## config.mk

```make
export PLATFORM = sky130hd
export DESIGN_NAME = swf_tag_record_deframer
export DESIGN_NICKNAME = d
export VERILOG_FILES = /design/src/rtl/swfd_pkg.sv /design/src/rtl/swfd_front.sv /design/src/rtl/swfd_queue.sv /design/src/rtl/swfd_back.sv /design/src/rtl/swf_tag_record_deframer.sv
export SDC_FILE = /design/constraint.sdc
export NUM_CORES = 1
export LEC_CHECK = 0
export BUFFER_PORTS_ARGS = -buffer_cell sky130_fd_sc_hd__buf_2
export CAP_MARGIN = 20
export CORE_MARGIN = 2
export CORE_UTILIZATION = 35
export CTS_CLUSTER_DIAMETER = 150
export DETAILED_ROUTE_END_ITERATION = 10
export PLACE_DENSITY = 0.53
export REMOVE_ABC_BUFFERS = 1
export SYNTH_ARGS = -nofsm -noshare
export SYNTH_HDL_FRONTEND = slang
export SYNTH_SLANG_ARGS = --single-unit
```

## constraint.sdc

```tcl
create_clock -name clk_i -period 12.75 [get_ports clk_i]
set_input_delay 1.275 -clock clk_i [delete_from_list [all_inputs] [get_ports clk_i]]
set_output_delay 1.275 -clock clk_i [all_outputs]
set_load 0.005 [all_outputs]
```

## src/rtl/swfd_pkg.sv

```systemverilog
// ----------------------------------------------------------------------------
// swfd_pkg
// Types, codes and the known-tag lookup shared by the tag record deframer.
// ----------------------------------------------------------------------------
package swfd_pkg;

  typedef enum logic [1:0] {
    KIND_HEADER  = 2'd0,
    KIND_PAYLOAD = 2'd1,
    KIND_ERROR   = 2'd2
  } kind_e;

  typedef enum logic [1:0] {
    PH_HDR_LO  = 2'd0,
    PH_HDR_HI  = 2'd1,
    PH_LONGLEN = 2'd2,
    PH_PAYLOAD = 2'd3
  } phase_e;

  localparam logic [5:0] LONG_LEN_MARK = 6'h3F;

  typedef struct packed {
    logic [7:0] data_byte;
    logic       first_of_stream;
  } in_item_t;

  typedef struct packed {
    kind_e       result_kind;
    logic [9:0]  tag_id;
    logic [31:0] tag_length;
    logic [3:0]  tag_class;
    logic [7:0]  payload_byte;
    logic        last_of_tag;
    logic        truncated;
  } out_item_t;

  // Classified byte handed from the front part to the back part
  typedef struct packed {
    logic [7:0]  data_byte;
    logic        restart;
    logic        active;
    logic        rem_zero;
    logic [31:0] remaining;
  } cmd_t;

  function automatic logic [3:0] tag_class_of(input logic [9:0] id);
    logic [3:0] cls;
    cls = 4'd0;
    unique case (id)
      10'd0:   cls = 4'd1;
      10'd1:   cls = 4'd2;
      10'd9:   cls = 4'd3;
      10'd69:  cls = 4'd4;
      10'd73:  cls = 4'd5;
      10'd75:  cls = 4'd6;
      10'd76:  cls = 4'd7;
      10'd82:  cls = 4'd8;
      10'd86:  cls = 4'd9;
      10'd88:  cls = 4'd10;
      default: cls = 4'd0;
    endcase
    return cls;
  endfunction

endpackage

```

## src/rtl/swfd_front.sv

```systemverilog
// ----------------------------------------------------------------------------
// swfd_front
// Accepts bytes, tracks the stream position and classifies each byte
// against the configured stream length.
// ----------------------------------------------------------------------------
module swfd_front import swfd_pkg::*; (
  input  logic        clk_i,
  input  logic        rst_ni,
  input  logic        in_valid_i,
  output logic        in_ready_o,
  input  in_item_t    in_data_i,
  input  logic        cfg_valid_i,
  output logic        cfg_ready_o,
  input  logic [31:0] cfg_data_i,
  output logic        push_valid_o,
  input  logic        push_ready_i,
  output cmd_t        push_data_o
);

  logic [31:0] stream_len_q, stream_len_d;
  logic [31:0] pos_q, pos_d;
  logic [31:0] pos_eff;
  logic        active;
  logic        accept;

  assign cfg_ready_o  = 1'b1;
  assign in_ready_o   = push_ready_i;
  assign push_valid_o = in_valid_i;
  assign accept       = in_valid_i && push_ready_i;

  always_comb begin
    pos_eff = in_data_i.first_of_stream ? 32'd0 : pos_q;
    active  = pos_eff < stream_len_q;

    push_data_o.data_byte = in_data_i.data_byte;
    push_data_o.restart   = in_data_i.first_of_stream;
    push_data_o.active    = active;
    push_data_o.remaining = stream_len_q - pos_eff - 32'd1;
    push_data_o.rem_zero  = (pos_eff + 32'd1) == stream_len_q;

    stream_len_d = cfg_valid_i ? cfg_data_i : stream_len_q;
    pos_d        = pos_q;
    if (accept) begin
      pos_d = active ? pos_eff + 32'd1 : pos_eff;
    end
  end

  always_ff @(posedge clk_i or negedge rst_ni) begin
    if (!rst_ni) begin
      stream_len_q <= 32'hFFFF_FFFF;
      pos_q        <= 32'd0;
    end else begin
      stream_len_q <= stream_len_d;
      pos_q        <= pos_d;
    end
  end

endmodule

```

## src/rtl/swfd_queue.sv

```systemverilog
// ----------------------------------------------------------------------------
// swfd_queue
// Short first-in first-out queue of classified bytes between front and back.
// ----------------------------------------------------------------------------
module swfd_queue import swfd_pkg::*; #(
  parameter int unsigned Depth = 2
) (
  input  logic clk_i,
  input  logic rst_ni,
  input  logic push_valid_i,
  output logic push_ready_o,
  input  cmd_t push_data_i,
  output logic pop_valid_o,
  input  logic pop_ready_i,
  output cmd_t pop_data_o
);

  localparam int unsigned PtrW = $clog2(Depth);
  localparam int unsigned CntW = $clog2(Depth + 1);
  localparam logic [PtrW-1:0] LastPtr = PtrW'(Depth - 1);
  localparam logic [CntW-1:0] FullCnt = CntW'(Depth);

  cmd_t            mem_q [Depth];
  logic [PtrW-1:0] wr_ptr_q, wr_ptr_d;
  logic [PtrW-1:0] rd_ptr_q, rd_ptr_d;
  logic [CntW-1:0] count_q, count_d;
  logic            do_push, do_pop;

  assign push_ready_o = count_q != FullCnt;
  assign pop_valid_o  = count_q != '0;
  assign pop_data_o   = mem_q[rd_ptr_q];
  assign do_push      = push_valid_i && push_ready_o;
  assign do_pop       = pop_valid_o && pop_ready_i;

  always_comb begin
    wr_ptr_d = wr_ptr_q;
    rd_ptr_d = rd_ptr_q;
    count_d  = count_q;
    if (do_push) begin
      wr_ptr_d = (wr_ptr_q == LastPtr) ? '0 : wr_ptr_q + 1'b1;
    end
    if (do_pop) begin
      rd_ptr_d = (rd_ptr_q == LastPtr) ? '0 : rd_ptr_q + 1'b1;
    end
    if (do_push && !do_pop) begin
      count_d = count_q + 1'b1;
    end else if (do_pop && !do_push) begin
      count_d = count_q - 1'b1;
    end
  end

  always_ff @(posedge clk_i or negedge rst_ni) begin
    if (!rst_ni) begin
      wr_ptr_q <= '0;
      rd_ptr_q <= '0;
      count_q  <= '0;
    end else begin
      wr_ptr_q <= wr_ptr_d;
      rd_ptr_q <= rd_ptr_d;
      count_q  <= count_d;
    end
  end

  always_ff @(posedge clk_i) begin
    if (do_push) begin
      mem_q[wr_ptr_q] <= push_data_i;
    end
  end

endmodule

```

## src/rtl/swfd_back.sv

```systemverilog
// ----------------------------------------------------------------------------
// swfd_back
// Runs the record header state machine on classified bytes and holds the
// result in an output register.
// ----------------------------------------------------------------------------
module swfd_back import swfd_pkg::*; (
  input  logic      clk_i,
  input  logic      rst_ni,
  input  logic      pop_valid_i,
  output logic      pop_ready_o,
  input  cmd_t      pop_data_i,
  output logic      out_valid_o,
  input  logic      out_ready_i,
  output out_item_t out_data_o
);

  phase_e      phase_q, phase_d, phase_eff;
  logic [7:0]  hdr_lo_q, hdr_lo_d;
  logic [9:0]  tag_id_q, tag_id_d;
  logic [3:0]  class_q, class_d;
  logic [31:0] accum_q, accum_d, accum_eff, accum_new;
  logic [1:0]  cnt_q, cnt_d, cnt_eff;
  logic [31:0] pay_rem_q, pay_rem_d, pay_rem_eff;
  logic        out_valid_q, out_valid_d;
  out_item_t   out_q, out_d;
  logic        take;
  logic        hdr_go;
  logic [31:0] hdr_len, clamp_len;
  logic        clamp;
  logic [15:0] hdr;

  assign pop_ready_o = !out_valid_q || out_ready_i;
  assign take        = pop_valid_i && pop_ready_o;
  assign out_valid_o = out_valid_q;
  assign out_data_o  = out_q;

  always_comb begin
    phase_d     = phase_q;
    hdr_lo_d    = hdr_lo_q;
    tag_id_d    = tag_id_q;
    class_d     = class_q;
    accum_d     = accum_q;
    cnt_d       = cnt_q;
    pay_rem_d   = pay_rem_q;
    out_valid_d = out_valid_q && !out_ready_i;
    out_d       = out_q;
    hdr_go      = 1'b0;
    hdr_len     = 32'd0;
    hdr         = {pop_data_i.data_byte, hdr_lo_q};
    accum_new   = 32'd0;

    phase_eff   = pop_data_i.restart ? PH_HDR_LO : phase_q;
    accum_eff   = pop_data_i.restart ? 32'd0 : accum_q;
    cnt_eff     = pop_data_i.restart ? 2'd0 : cnt_q;
    pay_rem_eff = pop_data_i.restart ? 32'd0 : pay_rem_q;

    if (take) begin
      phase_d   = phase_eff;
      accum_d   = accum_eff;
      cnt_d     = cnt_eff;
      pay_rem_d = pay_rem_eff;

      if (pop_data_i.active) begin
        if (phase_eff == PH_PAYLOAD && pay_rem_eff == 32'd0) begin
          phase_eff = PH_HDR_LO;
        end
        out_d = '0;

        unique case (phase_eff)
          PH_HDR_HI: begin
            tag_id_d = hdr[15:6];
            class_d  = tag_class_of(hdr[15:6]);
            if (hdr[5:0] == LONG_LEN_MARK) begin
              accum_d = 32'd0;
              cnt_d   = 2'd0;
              phase_d = PH_LONGLEN;
              if (pop_data_i.rem_zero) begin
                out_d.result_kind = KIND_ERROR;
                out_valid_d       = 1'b1;
                phase_d           = PH_HDR_LO;
              end
            end else begin
              hdr_go  = 1'b1;
              hdr_len = {26'd0, hdr[5:0]};
            end
          end
          PH_LONGLEN: begin
            unique case (cnt_eff)
              2'd0: accum_new = accum_eff | {24'd0, pop_data_i.data_byte};
              2'd1: accum_new = accum_eff | {16'd0, pop_data_i.data_byte, 8'd0};
              2'd2: accum_new = accum_eff | {8'd0, pop_data_i.data_byte, 16'd0};
              default: accum_new = accum_eff | {pop_data_i.data_byte, 24'd0};
            endcase
            accum_d = accum_new;
            cnt_d   = cnt_eff + 2'd1;
            if (cnt_eff == 2'd3) begin
              hdr_go  = 1'b1;
              hdr_len = accum_new;
            end else if (pop_data_i.rem_zero) begin
              out_d.result_kind = KIND_ERROR;
              out_valid_d       = 1'b1;
              phase_d           = PH_HDR_LO;
            end
          end
          PH_PAYLOAD: begin
            pay_rem_d          = pay_rem_eff - 32'd1;
            out_d.result_kind  = KIND_PAYLOAD;
            out_d.tag_id       = tag_id_q;
            out_d.tag_class    = class_q;
            out_d.payload_byte = pop_data_i.data_byte;
            out_d.last_of_tag  = pay_rem_eff == 32'd1;
            out_valid_d        = 1'b1;
            phase_d            = (pay_rem_eff == 32'd1) ? PH_HDR_LO : PH_PAYLOAD;
          end
          default: begin
            hdr_lo_d = pop_data_i.data_byte;
            phase_d  = PH_HDR_HI;
            if (pop_data_i.rem_zero) begin
              out_d.result_kind = KIND_ERROR;
              out_valid_d       = 1'b1;
              phase_d           = PH_HDR_LO;
            end
          end
        endcase
      end
    end

    clamp     = hdr_len > pop_data_i.remaining;
    clamp_len = clamp ? pop_data_i.remaining : hdr_len;
    if (hdr_go) begin
      out_d.result_kind = KIND_HEADER;
      out_d.tag_id      = tag_id_d;
      out_d.tag_length  = clamp_len;
      out_d.tag_class   = class_d;
      out_d.last_of_tag = clamp_len == 32'd0;
      out_d.truncated   = clamp;
      out_valid_d       = 1'b1;
      pay_rem_d         = clamp_len;
      phase_d           = (clamp_len == 32'd0) ? PH_HDR_LO : PH_PAYLOAD;
    end
  end

  always_ff @(posedge clk_i or negedge rst_ni) begin
    if (!rst_ni) begin
      phase_q     <= PH_HDR_LO;
      hdr_lo_q    <= 8'd0;
      tag_id_q    <= 10'd0;
      class_q     <= 4'd1;
      accum_q     <= 32'd0;
      cnt_q       <= 2'd0;
      pay_rem_q   <= 32'd0;
      out_valid_q <= 1'b0;
    end else begin
      phase_q     <= phase_d;
      hdr_lo_q    <= hdr_lo_d;
      tag_id_q    <= tag_id_d;
      class_q     <= class_d;
      accum_q     <= accum_d;
      cnt_q       <= cnt_d;
      pay_rem_q   <= pay_rem_d;
      out_valid_q <= out_valid_d;
    end
  end

  always_ff @(posedge clk_i) begin
    out_q <= out_d;
  end

endmodule

```

## src/rtl/swf_tag_record_deframer.sv

```systemverilog
// ----------------------------------------------------------------------------
// swf_tag_record_deframer
// Splits the byte stream of an uncompressed tag area into tag records.
// ----------------------------------------------------------------------------
// One byte is accepted per clock cycle while the queue has room. A front
// stage counts stream position against stream_length and classifies each
// byte; a short queue (QueueDepth entries) feeds the back stage, which walks
// the record header (short or long length form), clamps the length to the
// bytes left, and emits a header result, then each payload byte with the
// last one flagged. A header cut off at stream end yields an error result.
// Each byte gives at most one result. An accepted byte passes through the queue;
// the output register accepts a new result in the cycle its old one is taken,
// so the sustained rate is one byte per cycle with no stall on either side.
// stream_length resets to all ones and is written through the cfg channel,
// which is always ready.
module swf_tag_record_deframer import swfd_pkg::*; #(
  parameter int unsigned QueueDepth = 2
) (
  input  logic                clk_i,
  input  logic                rst_ni,
  input  logic                in_valid_i,
  output logic                in_ready_o,
  input  swfd_pkg::in_item_t  in_data_i,
  output logic                out_valid_o,
  input  logic                out_ready_i,
  output swfd_pkg::out_item_t out_data_o,
  input  logic                cfg_valid_i,
  output logic                cfg_ready_o,
  input  logic [31:0]         cfg_data_i
);

  logic push_valid, push_ready;
  cmd_t push_data;
  logic pop_valid, pop_ready;
  cmd_t pop_data;

  swfd_front u_front (
    .clk_i        (clk_i),
    .rst_ni       (rst_ni),
    .in_valid_i   (in_valid_i),
    .in_ready_o   (in_ready_o),
    .in_data_i    (in_data_i),
    .cfg_valid_i  (cfg_valid_i),
    .cfg_ready_o  (cfg_ready_o),
    .cfg_data_i   (cfg_data_i),
    .push_valid_o (push_valid),
    .push_ready_i (push_ready),
    .push_data_o  (push_data)
  );

  swfd_queue #(
    .Depth (QueueDepth)
  ) u_queue (
    .clk_i        (clk_i),
    .rst_ni       (rst_ni),
    .push_valid_i (push_valid),
    .push_ready_o (push_ready),
    .push_data_i  (push_data),
    .pop_valid_o  (pop_valid),
    .pop_ready_i  (pop_ready),
    .pop_data_o   (pop_data)
  );

  swfd_back u_back (
    .clk_i       (clk_i),
    .rst_ni      (rst_ni),
    .pop_valid_i (pop_valid),
    .pop_ready_o (pop_ready),
    .pop_data_i  (pop_data),
    .out_valid_o (out_valid_o),
    .out_ready_i (out_ready_i),
    .out_data_o  (out_data_o)
  );

endmodule

```

==> metrics.cfg <==
[place]
dp_cells=2645
globalplace.congestion=0.899
dp_hpwl_mm=39.6
placement.io_buffers=105
placed_area_sq_um=19700

[cells_and_area]
area_growth_pct=13.3
final_common_cell=nand2_1
post-route-util_pct=40.0
nets=2150
diodes=0
num-fill-cells=5252
drive_gt1_share_pct=13.2
stdcell_area_sq_um=20900
most-common-layout-cells=nand2_1 (190), nor2_1 (167), edfxtp_1 (142)
fin_cells=2713

[outcome]
status=finished clean

[timing]
rsz0062_at_grt=no
hold_viol_final=0
period_share_pct=48.8
slew_violations=0
post-route-min-period_ns=6.22
worst_pin_slew_ns=1.07
skew_ns=0.0309
maxSlewHeadroom_pct=28.8
fmax_mhz=161
setup_tns_ns=0
setup_violations=0

[cts]
cts_root_buf=clkbuf_16
cts_max_level=2
cts_tree=done
clockBufferDepth=3
clk_pin_slew_ns=0.06
numCtsBuffers=37
holdBufCountCts=0
postCtsSetupBuffers=0
insertion_delay_ns=0.57
ctsResizeCount=0
cts_sinks=303

[worst_setup_path]
crit_fanout=64
worst-r2r-setup-slack_ns=6.53
cp-end-kind=flip-flop
crit_chain=mux2i_4 -> buf_4 -> nand2_1 -> inv_1 -> ha_1 -> nand4_1 -> nor2_1 -> ha_1 -> nand2_1 -> o21ai_0 -> a221oi_1 -> o211ai_1 -> a21oi_1 -> a31o_2 -> buf_4 -> or2_2 -> a21oi_1 -> a2111o_1
worstRegToRegCells=18
cp_slowest_cell=nand4_1
crit_path_start=u_queue.rd_ptr_q
arrival_ns=6.65
critPathRequiredTime_ns=13.18
start_kind=flip-flop
timing.rr.start=u_queue.rd_ptr_q
critPathCapture=u_back.pay_rem_q[31]
crit_type=reg -> reg
cpPeakStageDelay_ns=0.83
r2r-end=u_back.pay_rem_q[31]

[pwr]
power.density_nw_per_um2=201
max-vdd-ir-drop_uv=104
p_leak_nw=8.78
power_w=0.00421

[synth]
syn_inst=1935
ys_ff_latch=303
yosys_warnings=0
synth.top_cells.by_area=edfxtp_1 (23%), dfrtp_1 (17%), ha_1 (7.2%)
yosys.area.top_type=edfxtp_1
netlist-cell-type-count=84
syn_area_sq_um=18500
async_flop_share_pct=52.5
yosysTopAreaCellShare_pct=23.1
syn_avg_cell_area_sq_um=9.55
yosysSeqAreaShare_pct=45.0
synth_top_flop_cell=edfxtp_1
synth_edf_count=142

[job]
drv_cap=0

[die]
die_w_um=234
die_height_um=234
initial_core_util_pct=35.3
ioPinCount=107
core_sq_um=52300
dieArea_sq_um=54700
fp-row-count=84

[min_path]
worstHoldPathType=reg -> reg

[global_route]
gr-total-overflow=0
grt_pass1_wl_mm=85.1
grt_util_all_layers_pct=20.0
grt_max_degree=67
grt_pass1_vias=14300
antenna_found_initial=0

[detailed_routing]
avgRoutedWirePerCell_um=20.3
drtIter0Drc=1290
firstDrtPassIters=8
vias_per_cell=5.54
postRouteAntennaNets=0
num_vias=15000
drt-total-wl_mm=55.0
drc=0

where the power goes:
group / internal [W] / switching, W
Combinational: 0.000508 / 0.00107
Sequential: 0.00135 / 0.000171
Clock: 0.000667 / 0.000448
Total: 0.00252 / 0.00169
cell usage after synthesis, drive strengths merged, types with 7 or more instances:
master,n
a21boi,19
a21o,38
a21oi,125
a221oi,10
a22o,21
a22oi,37
a31oi,29
a41o,13
and2,9
and3,30
buf,21
clkbuf,85
dfrtp,126
dfstp,33
edfxtp,142
ha,107
inv,87
mux2,16
mux2i,48
nand2,191
nand2b,32
nand3,32
nand4,34
nor2,170
nor2b,24
nor3,32
nor4,27
o211ai,18
o21ai,169
o221ai,7
or3,8
or4,7
xnor2,74
xor2,14
final cells by class:
cell class	instances	area, sq um	area share [%]
tap	688	861	4.11
timing repair buffer	128	704	3.36
multi-input combinational	1439	9470	45.2
clock buffer	48	1010	4.81
clock inverter	20	256	1.22
inverter	87	327	1.56
sequential	303	8330	39.7
critical path: cells and delay by family (launching register included):
kind | cells | cell delay (ns)
adders and majority gates | 2 | 0.70
and+or+nand+nor | 5 | 2.06
AOI/OAI and AO/OA | 7 | 1.28
DFF | 1 | 0.63
buffers and inverters | 3 | 1.08
muxes | 1 | 0.29
how the worst min path moves through the flow:
stage	depth (start not counted)	end	from	slack, ns
4_1_cts	2	u_back.out_data_o[57]	u_back.out_data_o[57]	0.46
5_1_grt	2	u_back.out_data_o[57]	u_back.out_data_o[57]	0.50
2_1_floorplan	2	u_back.out_data_o[57]	u_back.out_data_o[57]	0.44
6_report	2	u_back.out_data_o[57]	u_back.out_data_o[57]	0.46
3_3_place_gp	2	u_back.out_data_o[57]	u_back.out_data_o[57]	0.46
3_5_place_dp	2	u_back.out_data_o[57]	u_back.out_data_o[57]	0.44
state kept, by name, indices dropped and copies added (netlist names):
signal                flops
u_queue.mem_q            86
u_back.out_data_o        58
u_back.accum_q           32
u_back.pay_rem_q         32
u_front.pos_q            32
u_front.stream_len_q     32
u_back.tag_id_q          10
u_back.hdr_lo_q           8
u_back.class_q            4
u_back.cnt_q              2
u_back.phase_q            2
u_queue.count_q           2
u_back.out_valid_o        1
u_queue.rd_ptr_q          1
u_queue.wr_ptr_q          1
per-layer routing:
layer / part of all wire [%] / GRT usage, % / vias to the layer above
met5: 0 / 0 / -
met4: 3.3 / 7.24 / 0
met3: 4.6 / 2.49 / 95
met2: 45 / 31.5 / 411
met1: 47 / 28.3 / 7311
li1: - / - / 7206
through the flow:
stage	hold slack [ns]	setup slack, ns
6_report	0.461	6.53
5_1_grt	0.497	6.28
4_1_cts	0.461	6.61
3_5_place_dp	0.444	6.34
3_3_place_gp	0.455	6.39
2_1_floorplan	0.444	4.48
kinds of logic (layout without fill, tap and decap cells):
family,Yosys count,count (layout),synth area share [%]
flops,303,303,45.0
other cells,1,1,0.0203
mux,64,64,3.57
buf+inv,193,283,4.03
simple gates,621,621,16.0
fa+ha+maj,108,108,7.35
compound gates,557,557,19.8
xor+xnor,88,88,4.17
No activity file was read; power rests on OpenSTA's default activity.
